--- src/hdl/efws_pkg.sv ---
// Package for the earliest-free worker scheduler.
// Holds field widths, the reset worker count, the controller state type and the cell control struct.
// Depends on nothing.
package efws_pkg;

  localparam int unsigned CFG_W      = 5;
  localparam int unsigned DUR_W      = 32;
  localparam int unsigned ID_OUT_W   = 4;
  localparam int unsigned START_W    = 48;
  localparam int unsigned RST_COUNT  = 16;

  typedef enum logic [0:0] {
    ST_IDLE,
    ST_INSERT
  } efws_state_e;

  // Control broadcast from the top level to every cell of the chain.
  typedef struct packed {
    logic init;    // reload time zero and the cell's own position as id
    logic update;  // perform one replace-head-and-insert step
  } efws_ctrl_t;

endpackage

--- src/hdl/efws_cell.sv ---
// One cell of the sorted scheduler chain: holds one (free time, worker id) pair.
// Depends on efws_pkg for the control struct.
module efws_cell import efws_pkg::*; #(
  parameter int unsigned TIME_BITS = 48,
  parameter int unsigned ID_BITS   = 4,
  parameter int unsigned POS       = 0
) (
  input  logic                 clk_i,
  input  logic                 rst_ni,
  input  efws_ctrl_t           ctrl_i,
  input  logic [TIME_BITS-1:0] new_time_i,
  input  logic [ID_BITS-1:0]   new_id_i,
  input  logic                 right_valid_i,
  input  logic [TIME_BITS-1:0] right_time_i,
  input  logic [ID_BITS-1:0]   right_id_i,
  input  logic                 left_take_i,
  output logic                 take_o,
  output logic [TIME_BITS-1:0] time_o,
  output logic [ID_BITS-1:0]   id_o
);

  logic [TIME_BITS-1:0] time_q, time_d;
  logic [ID_BITS-1:0]   id_q, id_d;
  logic                 right_first;

  // The right neighbor orders ahead of the new entry, so it moves down here.
  assign right_first = right_valid_i &&
                       ((right_time_i < new_time_i) ||
                        ((right_time_i == new_time_i) && (right_id_i < new_id_i)));
  assign take_o = right_first;

  always_comb begin
    time_d = time_q;
    id_d   = id_q;
    if (ctrl_i.init) begin
      time_d = '0;
      id_d   = ID_BITS'(POS);
    end else if (ctrl_i.update) begin
      if (right_first) begin
        time_d = right_time_i;
        id_d   = right_id_i;
      end else if (left_take_i) begin
        time_d = new_time_i;
        id_d   = new_id_i;
      end
    end
  end

  always_ff @(posedge clk_i or negedge rst_ni) begin
    if (!rst_ni) begin
      time_q <= '0;
      id_q   <= ID_BITS'(POS);
    end else begin
      time_q <= time_d;
      id_q   <= id_d;
    end
  end

  assign time_o = time_q;
  assign id_o   = id_q;

endmodule

--- src/hdl/earliest_free_worker_scheduler_unit.sv ---
// Top level of the earliest-free worker scheduler.
// Depends on efws_pkg and instantiates one efws_cell per worker slot.
//
// Each job beat is assigned to the worker that becomes free earliest, with
// ties going to the lowest worker number. The workers' (free time, id) pairs
// live in a chain of MAX_WORKERS cells kept in ascending order, so the head
// cell always holds the next worker to use; this yields the same assignment
// sequence as a binary min-heap ordered by time, then id. When a job beat is
// taken, the head's id and free time are registered as the result beat, and
// the head's time plus the duration (saturating at the largest TIME_BITS
// value) is registered. In the following cycle every cell compares
// its right neighbor with that new entry in parallel and either takes the
// neighbor's pair, takes the new entry, or holds, which removes the old head
// and inserts the updated one in a single shift. No new job is taken during
// that step; a job with a zero duration skips it, since the order is
// left unchanged. A result beat waits in its output register while the next
// job is accepted, provided that register is free or drains in that cycle.
// Writing worker_count (clamped to 1..MAX_WORKERS) restores all times to zero
// and ids to their positions; no clearing pass is needed.
module earliest_free_worker_scheduler_unit import efws_pkg::*; #(
  parameter int unsigned MAX_WORKERS = 16,
  parameter int unsigned TIME_BITS   = 48
) (
  input  logic                clk_i,
  input  logic                rst_ni,
  // Configuration: worker_count.
  input  logic                cfg_we_i,
  input  logic [CFG_W-1:0]    cfg_wdata_i,
  // Job channel.
  input  logic                job_valid_i,
  output logic                job_stall_o,
  input  logic [DUR_W-1:0]    job_duration_i,
  // Result channel.
  output logic                res_valid_o,
  input  logic                res_stall_i,
  output logic [ID_OUT_W-1:0] worker_id_o,
  output logic [START_W-1:0]  launch_time_o
);

  localparam int unsigned ID_BITS = (MAX_WORKERS > 1) ? $clog2(MAX_WORKERS) : 1;
  localparam int unsigned CNT_W   = $clog2(MAX_WORKERS + 1);
  localparam int unsigned CMP_W   = (CNT_W > CFG_W) ? CNT_W : CFG_W;
  localparam int unsigned RST_CNT = (RST_COUNT < MAX_WORKERS) ? RST_COUNT : MAX_WORKERS;

  efws_state_e state_q, state_d;
  efws_ctrl_t  ctrl;

  logic [CNT_W-1:0]     count_q, count_d;
  logic [CMP_W-1:0]     wdata_ext;

  logic [TIME_BITS-1:0] new_time_q, new_time_d;
  logic [ID_BITS-1:0]   new_id_q;
  logic                 res_valid_q, res_valid_d;
  logic [ID_OUT_W-1:0]  worker_id_q;
  logic [START_W-1:0]   launch_time_q;

  logic                 job_accept;
  logic [TIME_BITS:0]   sum;
  logic [ID_BITS+ID_OUT_W-1:0]  id_ext;
  logic [TIME_BITS+START_W-1:0] time_ext;

  // Chain wiring; index MAX_WORKERS is the empty slot past the last cell.
  logic [TIME_BITS-1:0] cell_time [MAX_WORKERS+1];
  logic [ID_BITS-1:0]   cell_id   [MAX_WORKERS+1];
  logic                 cell_take [MAX_WORKERS];

  assign cell_time[MAX_WORKERS] = '0;
  assign cell_id[MAX_WORKERS]   = '0;

  for (genvar i = 0; i < MAX_WORKERS; i++) begin : g_cell
    logic right_valid;
    logic left_take;

    // Cells at or past the worker count never move.
    assign right_valid = (CNT_W'(i + 1) < count_q);
    if (i == 0) begin : g_head
      assign left_take = 1'b1;
    end else begin : g_body
      assign left_take = cell_take[i-1];
    end

    efws_cell #(
      .TIME_BITS (TIME_BITS),
      .ID_BITS   (ID_BITS),
      .POS       (i)
    ) u_cell (
      .clk_i         (clk_i),
      .rst_ni        (rst_ni),
      .ctrl_i        (ctrl),
      .new_time_i    (new_time_q),
      .new_id_i      (new_id_q),
      .right_valid_i (right_valid),
      .right_time_i  (cell_time[i+1]),
      .right_id_i    (cell_id[i+1]),
      .left_take_i   (left_take),
      .take_o        (cell_take[i]),
      .time_o        (cell_time[i]),
      .id_o          (cell_id[i])
    );
  end

  // A new job may enter while idle, when the result register is free or
  // hands its beat on in this same cycle.
  assign job_stall_o = (state_q != ST_IDLE) || (res_valid_q && res_stall_i);
  assign job_accept  = job_valid_i && !job_stall_o;

  // Saturating add of the duration to the head's free time.
  assign sum = {1'b0, cell_time[0]} +
               {{(TIME_BITS + 1 - DUR_W){1'b0}}, job_duration_i};
  assign new_time_d = sum[TIME_BITS] ? {TIME_BITS{1'b1}} : sum[TIME_BITS-1:0];

  // Fit the internal id and time onto the fixed result field widths.
  assign id_ext   = {{ID_OUT_W{1'b0}}, cell_id[0]};
  assign time_ext = {{START_W{1'b0}}, cell_time[0]};

  // Worker count clamp: zero means one worker, large values saturate.
  assign wdata_ext = CMP_W'(cfg_wdata_i);
  always_comb begin
    count_d = count_q;
    if (cfg_we_i) begin
      if (wdata_ext == '0) begin
        count_d = CNT_W'(1);
      end else if (wdata_ext > CMP_W'(MAX_WORKERS)) begin
        count_d = CNT_W'(MAX_WORKERS);
      end else begin
        count_d = wdata_ext[CNT_W-1:0];
      end
    end
  end

  always_comb begin
    state_d     = state_q;
    ctrl.init   = cfg_we_i;
    ctrl.update = 1'b0;
    res_valid_d = res_valid_q;
    if (res_valid_q && !res_stall_i) begin
      res_valid_d = 1'b0;
    end
    case (state_q)
      ST_IDLE: begin
        if (job_accept) begin
          res_valid_d = 1'b1;
          if (job_duration_i != '0) begin
            state_d = ST_INSERT;
          end
        end
      end
      ST_INSERT: begin
        ctrl.update = 1'b1;
        state_d     = ST_IDLE;
      end
      default: begin
        state_d = ST_IDLE;
      end
    endcase
  end

  always_ff @(posedge clk_i or negedge rst_ni) begin
    if (!rst_ni) begin
      state_q     <= ST_IDLE;
      count_q     <= CNT_W'(RST_CNT);
      res_valid_q <= 1'b0;
    end else begin
      state_q     <= state_d;
      count_q     <= count_d;
      res_valid_q <= res_valid_d;
    end
  end

  always_ff @(posedge clk_i) begin
    if (job_accept) begin
      new_time_q    <= new_time_d;
      new_id_q      <= cell_id[0];
      worker_id_q   <= id_ext[ID_OUT_W-1:0];
      launch_time_q <= time_ext[START_W-1:0];
    end
  end

  assign res_valid_o   = res_valid_q;
  assign worker_id_o   = worker_id_q;
  assign launch_time_o = launch_time_q;

  // A job with a nonzero duration always triggers the insert step next.
  a_insert_follows: assert property (@(posedge clk_i) disable iff (!rst_ni)
    job_accept && (job_duration_i != '0) |=> state_q == ST_INSERT)
    else $error("insert step did not follow a nonzero job");

  // Between jobs the head must order no later than its neighbor.
  a_head_min: assert property (@(posedge clk_i) disable iff (!rst_ni)
    (state_q == ST_IDLE) && (count_q > CNT_W'(1)) |->
      (cell_time[0] < cell_time[1]) ||
      ((cell_time[0] == cell_time[1]) && (cell_id[0] < cell_id[1])))
    else $error("head cell is not the earliest free worker");

  // Every accepted job produces a result beat in the next cycle.
  a_result_after_job: assert property (@(posedge clk_i) disable iff (!rst_ni)
    job_accept |=> res_valid_o)
    else $error("accepted job produced no result beat");

endmodule
--- config.mk ---
export PLATFORM = sky130hd
export DESIGN_NAME = earliest_free_worker_scheduler_unit
export DESIGN_NICKNAME = d
export VERILOG_FILES = /design/src/hdl/efws_pkg.sv /design/src/hdl/efws_cell.sv /design/src/hdl/earliest_free_worker_scheduler_unit.sv
export SDC_FILE = /design/constraint.sdc
export NUM_CORES = 2
export LEC_CHECK = 0
export BUFFER_PORTS_ARGS = -buffer_cell sky130_fd_sc_hd__clkbuf_2
export CAP_MARGIN = 5
export CORE_MARGIN = 8
export CORE_UTILIZATION = 65
export DETAILED_ROUTE_END_ITERATION = 6
export PLACE_DENSITY_LB_ADDON = 0.12
export SLEW_MARGIN = 20
export SYNTH_ARGS = -nofsm -noshare
export SYNTH_HDL_FRONTEND = slang
export SYNTH_SLANG_ARGS = --single-unit
--- constraint.sdc ---
create_clock -name clk_i -period 16.7 [get_ports clk_i]
set_input_delay 3.34 -clock clk_i [delete_from_list [all_inputs] [get_ports clk_i]]
set_output_delay 3.34 -clock clk_i [all_outputs]
set_load 0.02 [all_outputs]
Word level (Yosys, flattened, before mapping) --
Cells that the tools add are included.
Word-level totals: word-level logic and storage cells 327, input port bits 42, bits in registers 939, output and inout port bits 54
Cells by class: reduce and logical (&&, ||, !) cells 88, multiplexer cells 135, magnitude comparators 49, $add $sub $neg 1, bitwise gates (word level) 1, eq/ne operators 15
Operator list (number):
- $mux W48 | 63
- $eq A48 B48 Y1 | 15
- $lt A48 B48 Y1 | 15
- $mux W4 | 63
- $lt A4 B4 Y1 | 15
- $add A48 B32 Y49 | 1
- $logic_not A48 Y1 | 1
- $lt A1 B48 Y1 const A | 1
- $reduce_bool A3 Y1 | 15
- $lt A4 B5 Y1 const A | 8
- $logic_and A1 B1 Y1 | 35
- $reduce_bool A32 Y1 | 1
- $reduce_and A2 Y1 | 15
- $lt A3 B5 Y1 const A | 4
- $logic_or A1 B1 Y1 | 17
- $lt A2 B5 Y1 const A | 2
- $mux W5 | 2
- $mux W1 | 6
- $gt A5 B5 Y1 const B | 1
- $logic_not A5 Y1 | 1
- $lt A1 B5 Y1 const A | 1
- $lt A5 B5 Y1 const A | 1
- $lt A1 B4 Y1 const A | 1
- $logic_not A1 Y1 | 2
- 3 further kinds | 3

Depth between registers and ports, before layout --
word-level depth 8, depth in mapped cells 15, mapped depth without buffers 12

By module --
Synthesis repeated with hierarchy kept, for this count alone.
Second synthesis, totals: cell total of the unflattened synthesis 8055, area total of the unflattened synthesis 71919.0 um^2
Modules (own cells, without submodules):
- efws_cell at g_cell[2].u_cell ... | area an instance 4175.3 um^2, instances 3, cells an instance 431
- efws_cell at g_cell[11].u_cell ... | area an instance 4121.5 um^2, instances 3, cells an instance 491
- efws_cell at g_cell[10].u_cell ... | area an instance 4107.7 um^2, instances 3, cells an instance 491
- efws_cell at g_cell[3].u_cell ... | area an instance 4100.2 um^2, instances 3, cells an instance 491
- earliest_free_worker_scheduler_unit | area an instance 5831.8 um^2, instances 1, cells an instance 509
- efws_cell at g_cell[0].u_cell | area an instance 4175.3 um^2, instances 1, cells an instance 423
- efws_cell at g_cell[1].u_cell | area an instance 4175.3 um^2, instances 1, cells an instance 430
- efws_cell at g_cell[14].u_cell | area an instance 4116.4 um^2, instances 1, cells an instance 491
- efws_cell at g_cell[15].u_cell | area an instance 4106.4 um^2, instances 1, cells an instance 490

Worst setup path before layout --
Ideal clock, no wire load.
kind input port to flip-flop, from input job_valid_i, to register launch_time_q[0], in the netlist launch_time_o[0] (enable), buffers on the path 0, arrival 8.294 ns, library setup time 0.594 ns, slack 7.812 ns, stages on the path 2, path through nand2_1 -> a21oi_1
Between the ends: longest elaborated chain between the ends 1
RTL lines:
- start, declared | RTL line earliest_free_worker_scheduler_unit.sv:30 | input logic job_valid_i,
- $logic_and A1 B1 Y1 | RTL line earliest_free_worker_scheduler_unit.sv:105 | assign job_accept = job_valid_i && !job_stall_o;
- via job_accept | RTL line earliest_free_worker_scheduler_unit.sv:57 | logic job_accept;
- end signal, assigned | RTL line earliest_free_worker_scheduler_unit.sv:175 | launch_time_q <= time_ext[START_W-1:0];
- end, declared | RTL line earliest_free_worker_scheduler_unit.sv:55 | logic [START_W-1:0] launch_time_q;
The timed path passes the listed nets, and every way through them passes these cells. A chain may end at the register's enable or synchronous reset.

Final worst setup path --
from register new_time_q[24], to register g_cell[7].u_cell.time_q[34]
Between the ends: longest elaborated chain between the ends 7, elaborated cells between the ends (all ways) 15, those cells by class order compare: 2; eq/ne: 2; mux: 3; reduce/logical: 8
RTL lines:
- start, declared | RTL line earliest_free_worker_scheduler_unit.sv:51 | logic [TIME_BITS-1:0] new_time_q, new_time_d;
- start signal, assigned | RTL line earliest_free_worker_scheduler_unit.sv:172 | new_time_q <= new_time_d;
- branches (longest 7 deep; another with $lt A48 B48 Y1)
- end signal, assigned | RTL line efws_cell.sv:54 | time_q <= time_d;
- end, declared | RTL line efws_cell.sv:22 | logic [TIME_BITS-1:0] time_q, time_d;
Several ways; the timed one is not identified. The select of a mux whose other input is x is not followed.

==> impl_metrics.yaml <==
run_status:
  status: "complete, but fails checks"
  violations: "DRC"
sta:
  worstMarginPinSlew_ns: 1.32
  maxSlewViolCount: 0
  finalCritPeriodShare: 0.429
  rsz0062_at_grt: "no"
  fin_skew_ns: 0.0349
  postLayoutSetupSlackWorst_ns: 9.54
  period_needed_ns: 7.16
  timing.slew.headroom: 0.111
  maxClockFrequency_mhz: 140
  finalSetupTns_ns: 0
  finalSetupViolations: 0
  report.final.hold_viol_count: 0
synthesis:
  synth_fp_nets: 7037
  synth_seq_area_share: 0.392
  number_of_enable_type_register_cells_in_the_synthesized_netlist: 100
  yosysWarningCount: 0
  synthesis.instances: 6197
  postSynthAreaPerCell_sq_um: 9.89
  main_flop_type_after_synthesis: "sky130_fd_sc_hd__dfrtp_1"
  ys_async_sr_fraction: 0.894
  area_of_the_mapped_netlist_sq_mm: 0.0613
  synth_seq_cells: 939
  yosysUniqueCellTypes: 90
drt:
  wl_per_cell_um: 30.0
  via_count: 54391
  detailedRoute.firstPassIterationCount: 7
  met2RoutedLength_mm: 92.6
  dr.first_iter.drc_count: 7266
  postRouteAntennaNets: 0
  wl_met3_mm: 27.5
  viasPerCell: 7.26
  dr.max_layer_used: "met5"
  route.final.wire_length_mm: 225
  m1WireLength_mm: 84.1
  remaining_drc_errors: 4
floorplan:
  floorplan.io_pins: 96
  chip_height_um: 323
  placementRows: 112
  design.die.area_sq_mm: 0.104
  fp.coreArea_sq_mm: 0.0935
  floorplan.initialDensity: 0.656
  die_w_um: 323
power:
  static-leakage-power_uw: 0.0325
  power.share.sequential: 0.383
  p_comb_frac: 0.262
  vdd_drop_max_v: 0.0000940
  netSwitchingPower_uw: 2490
  clock_power_share: 0.355
  internal_power_uw: 4640
  power_density_mw_per_mm2: 106
  switching_share: 0.349
setup_path:
  crit_top_cell: "sky130_fd_sc_hd__buf_4"
  worst_setup_path_end_kind: "register"
  crit_path_end: "g_cell[7].u_cell.time_o[34]$_DFFE_PN0P_"
  worst-setup-path-type: "reg2reg"
  r2r-start: "new_time_q[24]$_SDFFCE_PP1P_"
  r2r_cells: 14
  cpMaxStageDelayCell: "sky130_fd_sc_hd__edfxtp_1"
  startpoint_class_of_the_critical_path: "register"
  critical_path_depth: 14
  r2r_slack_ns: 9.54
  cell_chain_of_the_critical_path: "inv_1 -> buf_4 -> ha_1 -> nand4_1 -> nor3_1 -> nand3_1 -> o211ai_1 -> a211oi_1 -> a21oi_4 -> buf_4 -> nand2_1 -> a21oi_4 -> buf_4 -> o2bb2ai_1"
  crit_required_ns: 17.31
  max_stage_delay_ns: 0.88
  crit_start: "new_time_q[24]$_SDFFCE_PP1P_"
  cp_top_family: "buffers and inverters"
  path_max_fanout: 41
  worstReg2RegEnd: "g_cell[7].u_cell.time_o[34]$_DFFE_PN0P_"
  cp_data_arrival_time_ns: 7.77
  buffering_stage_count_on_the_worst_path_with_inverters_included: 4
placed_design:
  detailed_place_hpwl_mm: 157
  place_ws_ns: 9.59
  dp.cells: 7287
  gp_congestion: 0.994
  io_buffer_count: 95
global_route:
  grt_pass1_vias: 52858
  grt_start_max_net_pins: 186
  aggregate_global_route_resource_usage: 0.421
  grt_pass1_wl_mm: 334
  antenna_found_initial: 7
  grt_overflow_total: 0
job:
  timing.max_cap.violations: 0
cts:
  htree_num_levels: 3
  ctsLongestPathBuffers: 3
  numCtsBuffers: 106
  cts_repair_resize_count: 0
  worst_skew_pair.late_latency_ns: 0.73
  clkTransAtPathRegs_ns: 0.06
  cts.root.buffer_cell: "sky130_fd_sc_hd__clkbuf_16"
  number_of_hold_buffers_added_after_cts: 0
  numClockSinks: 939
  cts_setup_buffers: 0
  cts_tree: "built"
cells_and_area:
  drive_gt1_frac: 0.0869
  fillCellCount: 7052
  final_net_count: 6984
  area_growth_syn_to_layout_pct: 9.32
  finalNonFillerCells: 7493
min_path:
  hold_path.class: "reg2reg"
[layout by cell type, fill, tap and decap left out, types with 19 or more instances in the layout]
cell / instances
sky130_fd_sc_hd__dfrtp_1: 805
sky130_fd_sc_hd__ha_1: 797
sky130_fd_sc_hd__nand2_1: 553
sky130_fd_sc_hd__nor2_1: 457
sky130_fd_sc_hd__a21oi_1: 405
sky130_fd_sc_hd__mux2i_1: 346
sky130_fd_sc_hd__a21o_1: 199
sky130_fd_sc_hd__o21ai_0: 192
sky130_fd_sc_hd__inv_1: 189
sky130_fd_sc_hd__a221o_1: 184
sky130_fd_sc_hd__o2bb2ai_1: 181
sky130_fd_sc_hd__nand4_1: 158
sky130_fd_sc_hd__buf_4: 145
sky130_fd_sc_hd__nand3_1: 138
sky130_fd_sc_hd__clkbuf_16: 108
sky130_fd_sc_hd__nor3_1: 105
sky130_fd_sc_hd__edfxtp_1: 100
sky130_fd_sc_hd__clkbuf_2: 93
sky130_fd_sc_hd__mux2_1: 85
sky130_fd_sc_hd__o21a_1: 79
sky130_fd_sc_hd__o21ai_1: 70
sky130_fd_sc_hd__o221ai_1: 56
sky130_fd_sc_hd__a311oi_1: 53
sky130_fd_sc_hd__o32ai_1: 47
sky130_fd_sc_hd__nor2b_1: 46
sky130_fd_sc_hd__nor4_1: 43
sky130_fd_sc_hd__clkbuf_1: 37
sky130_fd_sc_hd__a32oi_1: 35
sky130_fd_sc_hd__dfstp_2: 33
sky130_fd_sc_hd__a22oi_1: 32
sky130_fd_sc_hd__mux2_2: 28
sky130_fd_sc_hd__nand2b_1: 24
sky130_fd_sc_hd__o211ai_1: 24
sky130_fd_sc_hd__nor3b_1: 21
sky130_fd_sc_hd__and4_1: 19
sky130_fd_sc_hd__clkinv_2: 19
[per-layer routing]
layer	GRT usage	vias to the layer above
met5	0	-
met3	0.122	871
li1	-	23336
met2	0.601	3478
met4	0.307	4
met1	0.543	26702
[cells in the mapped netlist, types with 32 or more instances]
master | n | area share
sky130_fd_sc_hd__buf_2 | 75 | 0.0061
sky130_fd_sc_hd__o21ai_0 | 192 | 0.016
sky130_fd_sc_hd__a21oi_1 | 415 | 0.034
sky130_fd_sc_hd__edfxtp_1 | 100 | 0.049
sky130_fd_sc_hd__nor2b_1 | 46 | 0.0047
sky130_fd_sc_hd__a311oi_1 | 53 | 0.0076
sky130_fd_sc_hd__o221ai_1 | 57 | 0.0081
sky130_fd_sc_hd__nand4_1 | 158 | 0.016
sky130_fd_sc_hd__a22oi_1 | 32 | 0.0039
sky130_fd_sc_hd__ha_1 | 797 | 0.16
sky130_fd_sc_hd__nor4_1 | 48 | 0.0049
sky130_fd_sc_hd__o2bb2ai_1 | 181 | 0.026
sky130_fd_sc_hd__a221o_1 | 184 | 0.030
sky130_fd_sc_hd__clkbuf_1 | 305 | 0.019
sky130_fd_sc_hd__a21o_1 | 202 | 0.025
sky130_fd_sc_hd__a32oi_1 | 35 | 0.0050
sky130_fd_sc_hd__o21a_1 | 82 | 0.010
sky130_fd_sc_hd__o32ai_1 | 47 | 0.0067
sky130_fd_sc_hd__mux2i_1 | 346 | 0.056
sky130_fd_sc_hd__o21ai_1 | 75 | 0.0061
sky130_fd_sc_hd__nor3_1 | 106 | 0.0087
sky130_fd_sc_hd__nor2_1 | 462 | 0.028
sky130_fd_sc_hd__nand2_1 | 559 | 0.034
sky130_fd_sc_hd__nand3_1 | 138 | 0.011
sky130_fd_sc_hd__mux2_1 | 85 | 0.016
sky130_fd_sc_hd__inv_1 | 189 | 0.012
sky130_fd_sc_hd__dfrtp_1 | 806 | 0.33
sky130_fd_sc_hd__dfstp_2 | 33 | 0.014
[state kept, by name (all words and copies together) (netlist names)]
register / cells
res_valid_o: 1
count_q: 5
launch_time_o: 48
new_time_q: 48
g_cell.u_cell.time_o: 768
g_cell.u_cell.id_o: 64
worker_id_o: 4
state_q: 1
[area by class of cell]
type                    count  area [sq um]  area share
multi-input cells        4659         35300       0.526
flip-flops and latches    939         24000       0.359
clock buffers             161          3060      0.0457
repair buffers            247          1730      0.0259
well taps                1254          1570      0.0234
inverters                 191           719      0.0107
clock inverters            40           621     0.00926
diodes                      2          5.00   0.0000747
[worst register-to-register path: stages, from the launching register on]
cell and delay (ns):
sky130_fd_sc_hd__edfxtp_1 0.88, sky130_fd_sc_hd__inv_1 0.44, sky130_fd_sc_hd__buf_4 0.31, sky130_fd_sc_hd__ha_1 0.30, sky130_fd_sc_hd__nand4_1 0.27, sky130_fd_sc_hd__nor3_1 0.85
sky130_fd_sc_hd__nand3_1 0.25, sky130_fd_sc_hd__o211ai_1 0.22, sky130_fd_sc_hd__a211oi_1 0.10, sky130_fd_sc_hd__a21oi_4 0.67, sky130_fd_sc_hd__buf_4 0.81, sky130_fd_sc_hd__nand2_1 0.32
sky130_fd_sc_hd__a21oi_4 0.88, sky130_fd_sc_hd__buf_4 0.56, sky130_fd_sc_hd__o2bb2ai_1 0.21
[how the worst min path moves through the flow]
stage / startpoint / to / slack (ns) / cells past startpoint
2_1_floorplan: g_cell[0].u_cell.id_o[0]$_DFFE_PN0P_ / worker_id_o[0]$_DFFE_PP_ / 0.43 / 0
3_3_place_gp: g_cell[0].u_cell.id_o[2]$_DFFE_PN0P_ / worker_id_o[2]$_DFFE_PP_ / 0.44 / 0
3_5_place_dp: g_cell[0].u_cell.id_o[2]$_DFFE_PN0P_ / worker_id_o[2]$_DFFE_PP_ / 0.44 / 0
4_1_cts: g_cell[0].u_cell.id_o[3]$_DFFE_PN0P_ / worker_id_o[3]$_DFFE_PP_ / 0.45 / 0
5_1_grt: g_cell[0].u_cell.id_o[0]$_DFFE_PN0P_ / worker_id_o[0]$_DFFE_PP_ / 0.46 / 0
6_report: g_cell[0].u_cell.id_o[3]$_DFFE_PN0P_ / worker_id_o[3]$_DFFE_PP_ / 0.45 / 0
[per-stage QoR]
| step | hold WS [ns] | instance area (sq um) | total power, uW | util |
|---|---|---|---|---|
| floorplan | 0.426 | 61300 | 3870 | - |
| global placement | 0.436 | 63200 | 4470 | 0.676 |
| detailed placement | 0.438 | 63200 | 4540 | 0.677 |
| finish | 0.452 | 67000 | 7130 | 0.717 |
| global route | 0.464 | 67000 | 7360 | 0.717 |
| CTS | 0.454 | 66900 | 7040 | 0.716 |
[power groups by stage]
stage	Clock [uW]	Combinational (uW)	Sequential, uW
2_1_floorplan	0	1170	2700
3_3_place_gp	0	1710	2760
3_5_place_dp	0	1780	2760
4_1_cts	2520	1790	2730
5_1_grt	2610	2000	2750
6_report	2530	1870	2730
[logic make-up after synthesis]
kind of cell | after synthesis | share of synthesized area
multiplexers | 459 | 0.0773
XOR/XNOR | 21 | 0.00300
adder cells (fa/ha/maj) | 798 | 0.163
AND/OR/NAND/NOR | 1637 | 0.122
flip-flops | 939 | 0.392
AO/OA/AOI/OAI | 1744 | 0.204
buffers and inverters | 599 | 0.0388
Note: power is estimated with default switching activity, not from simulation.
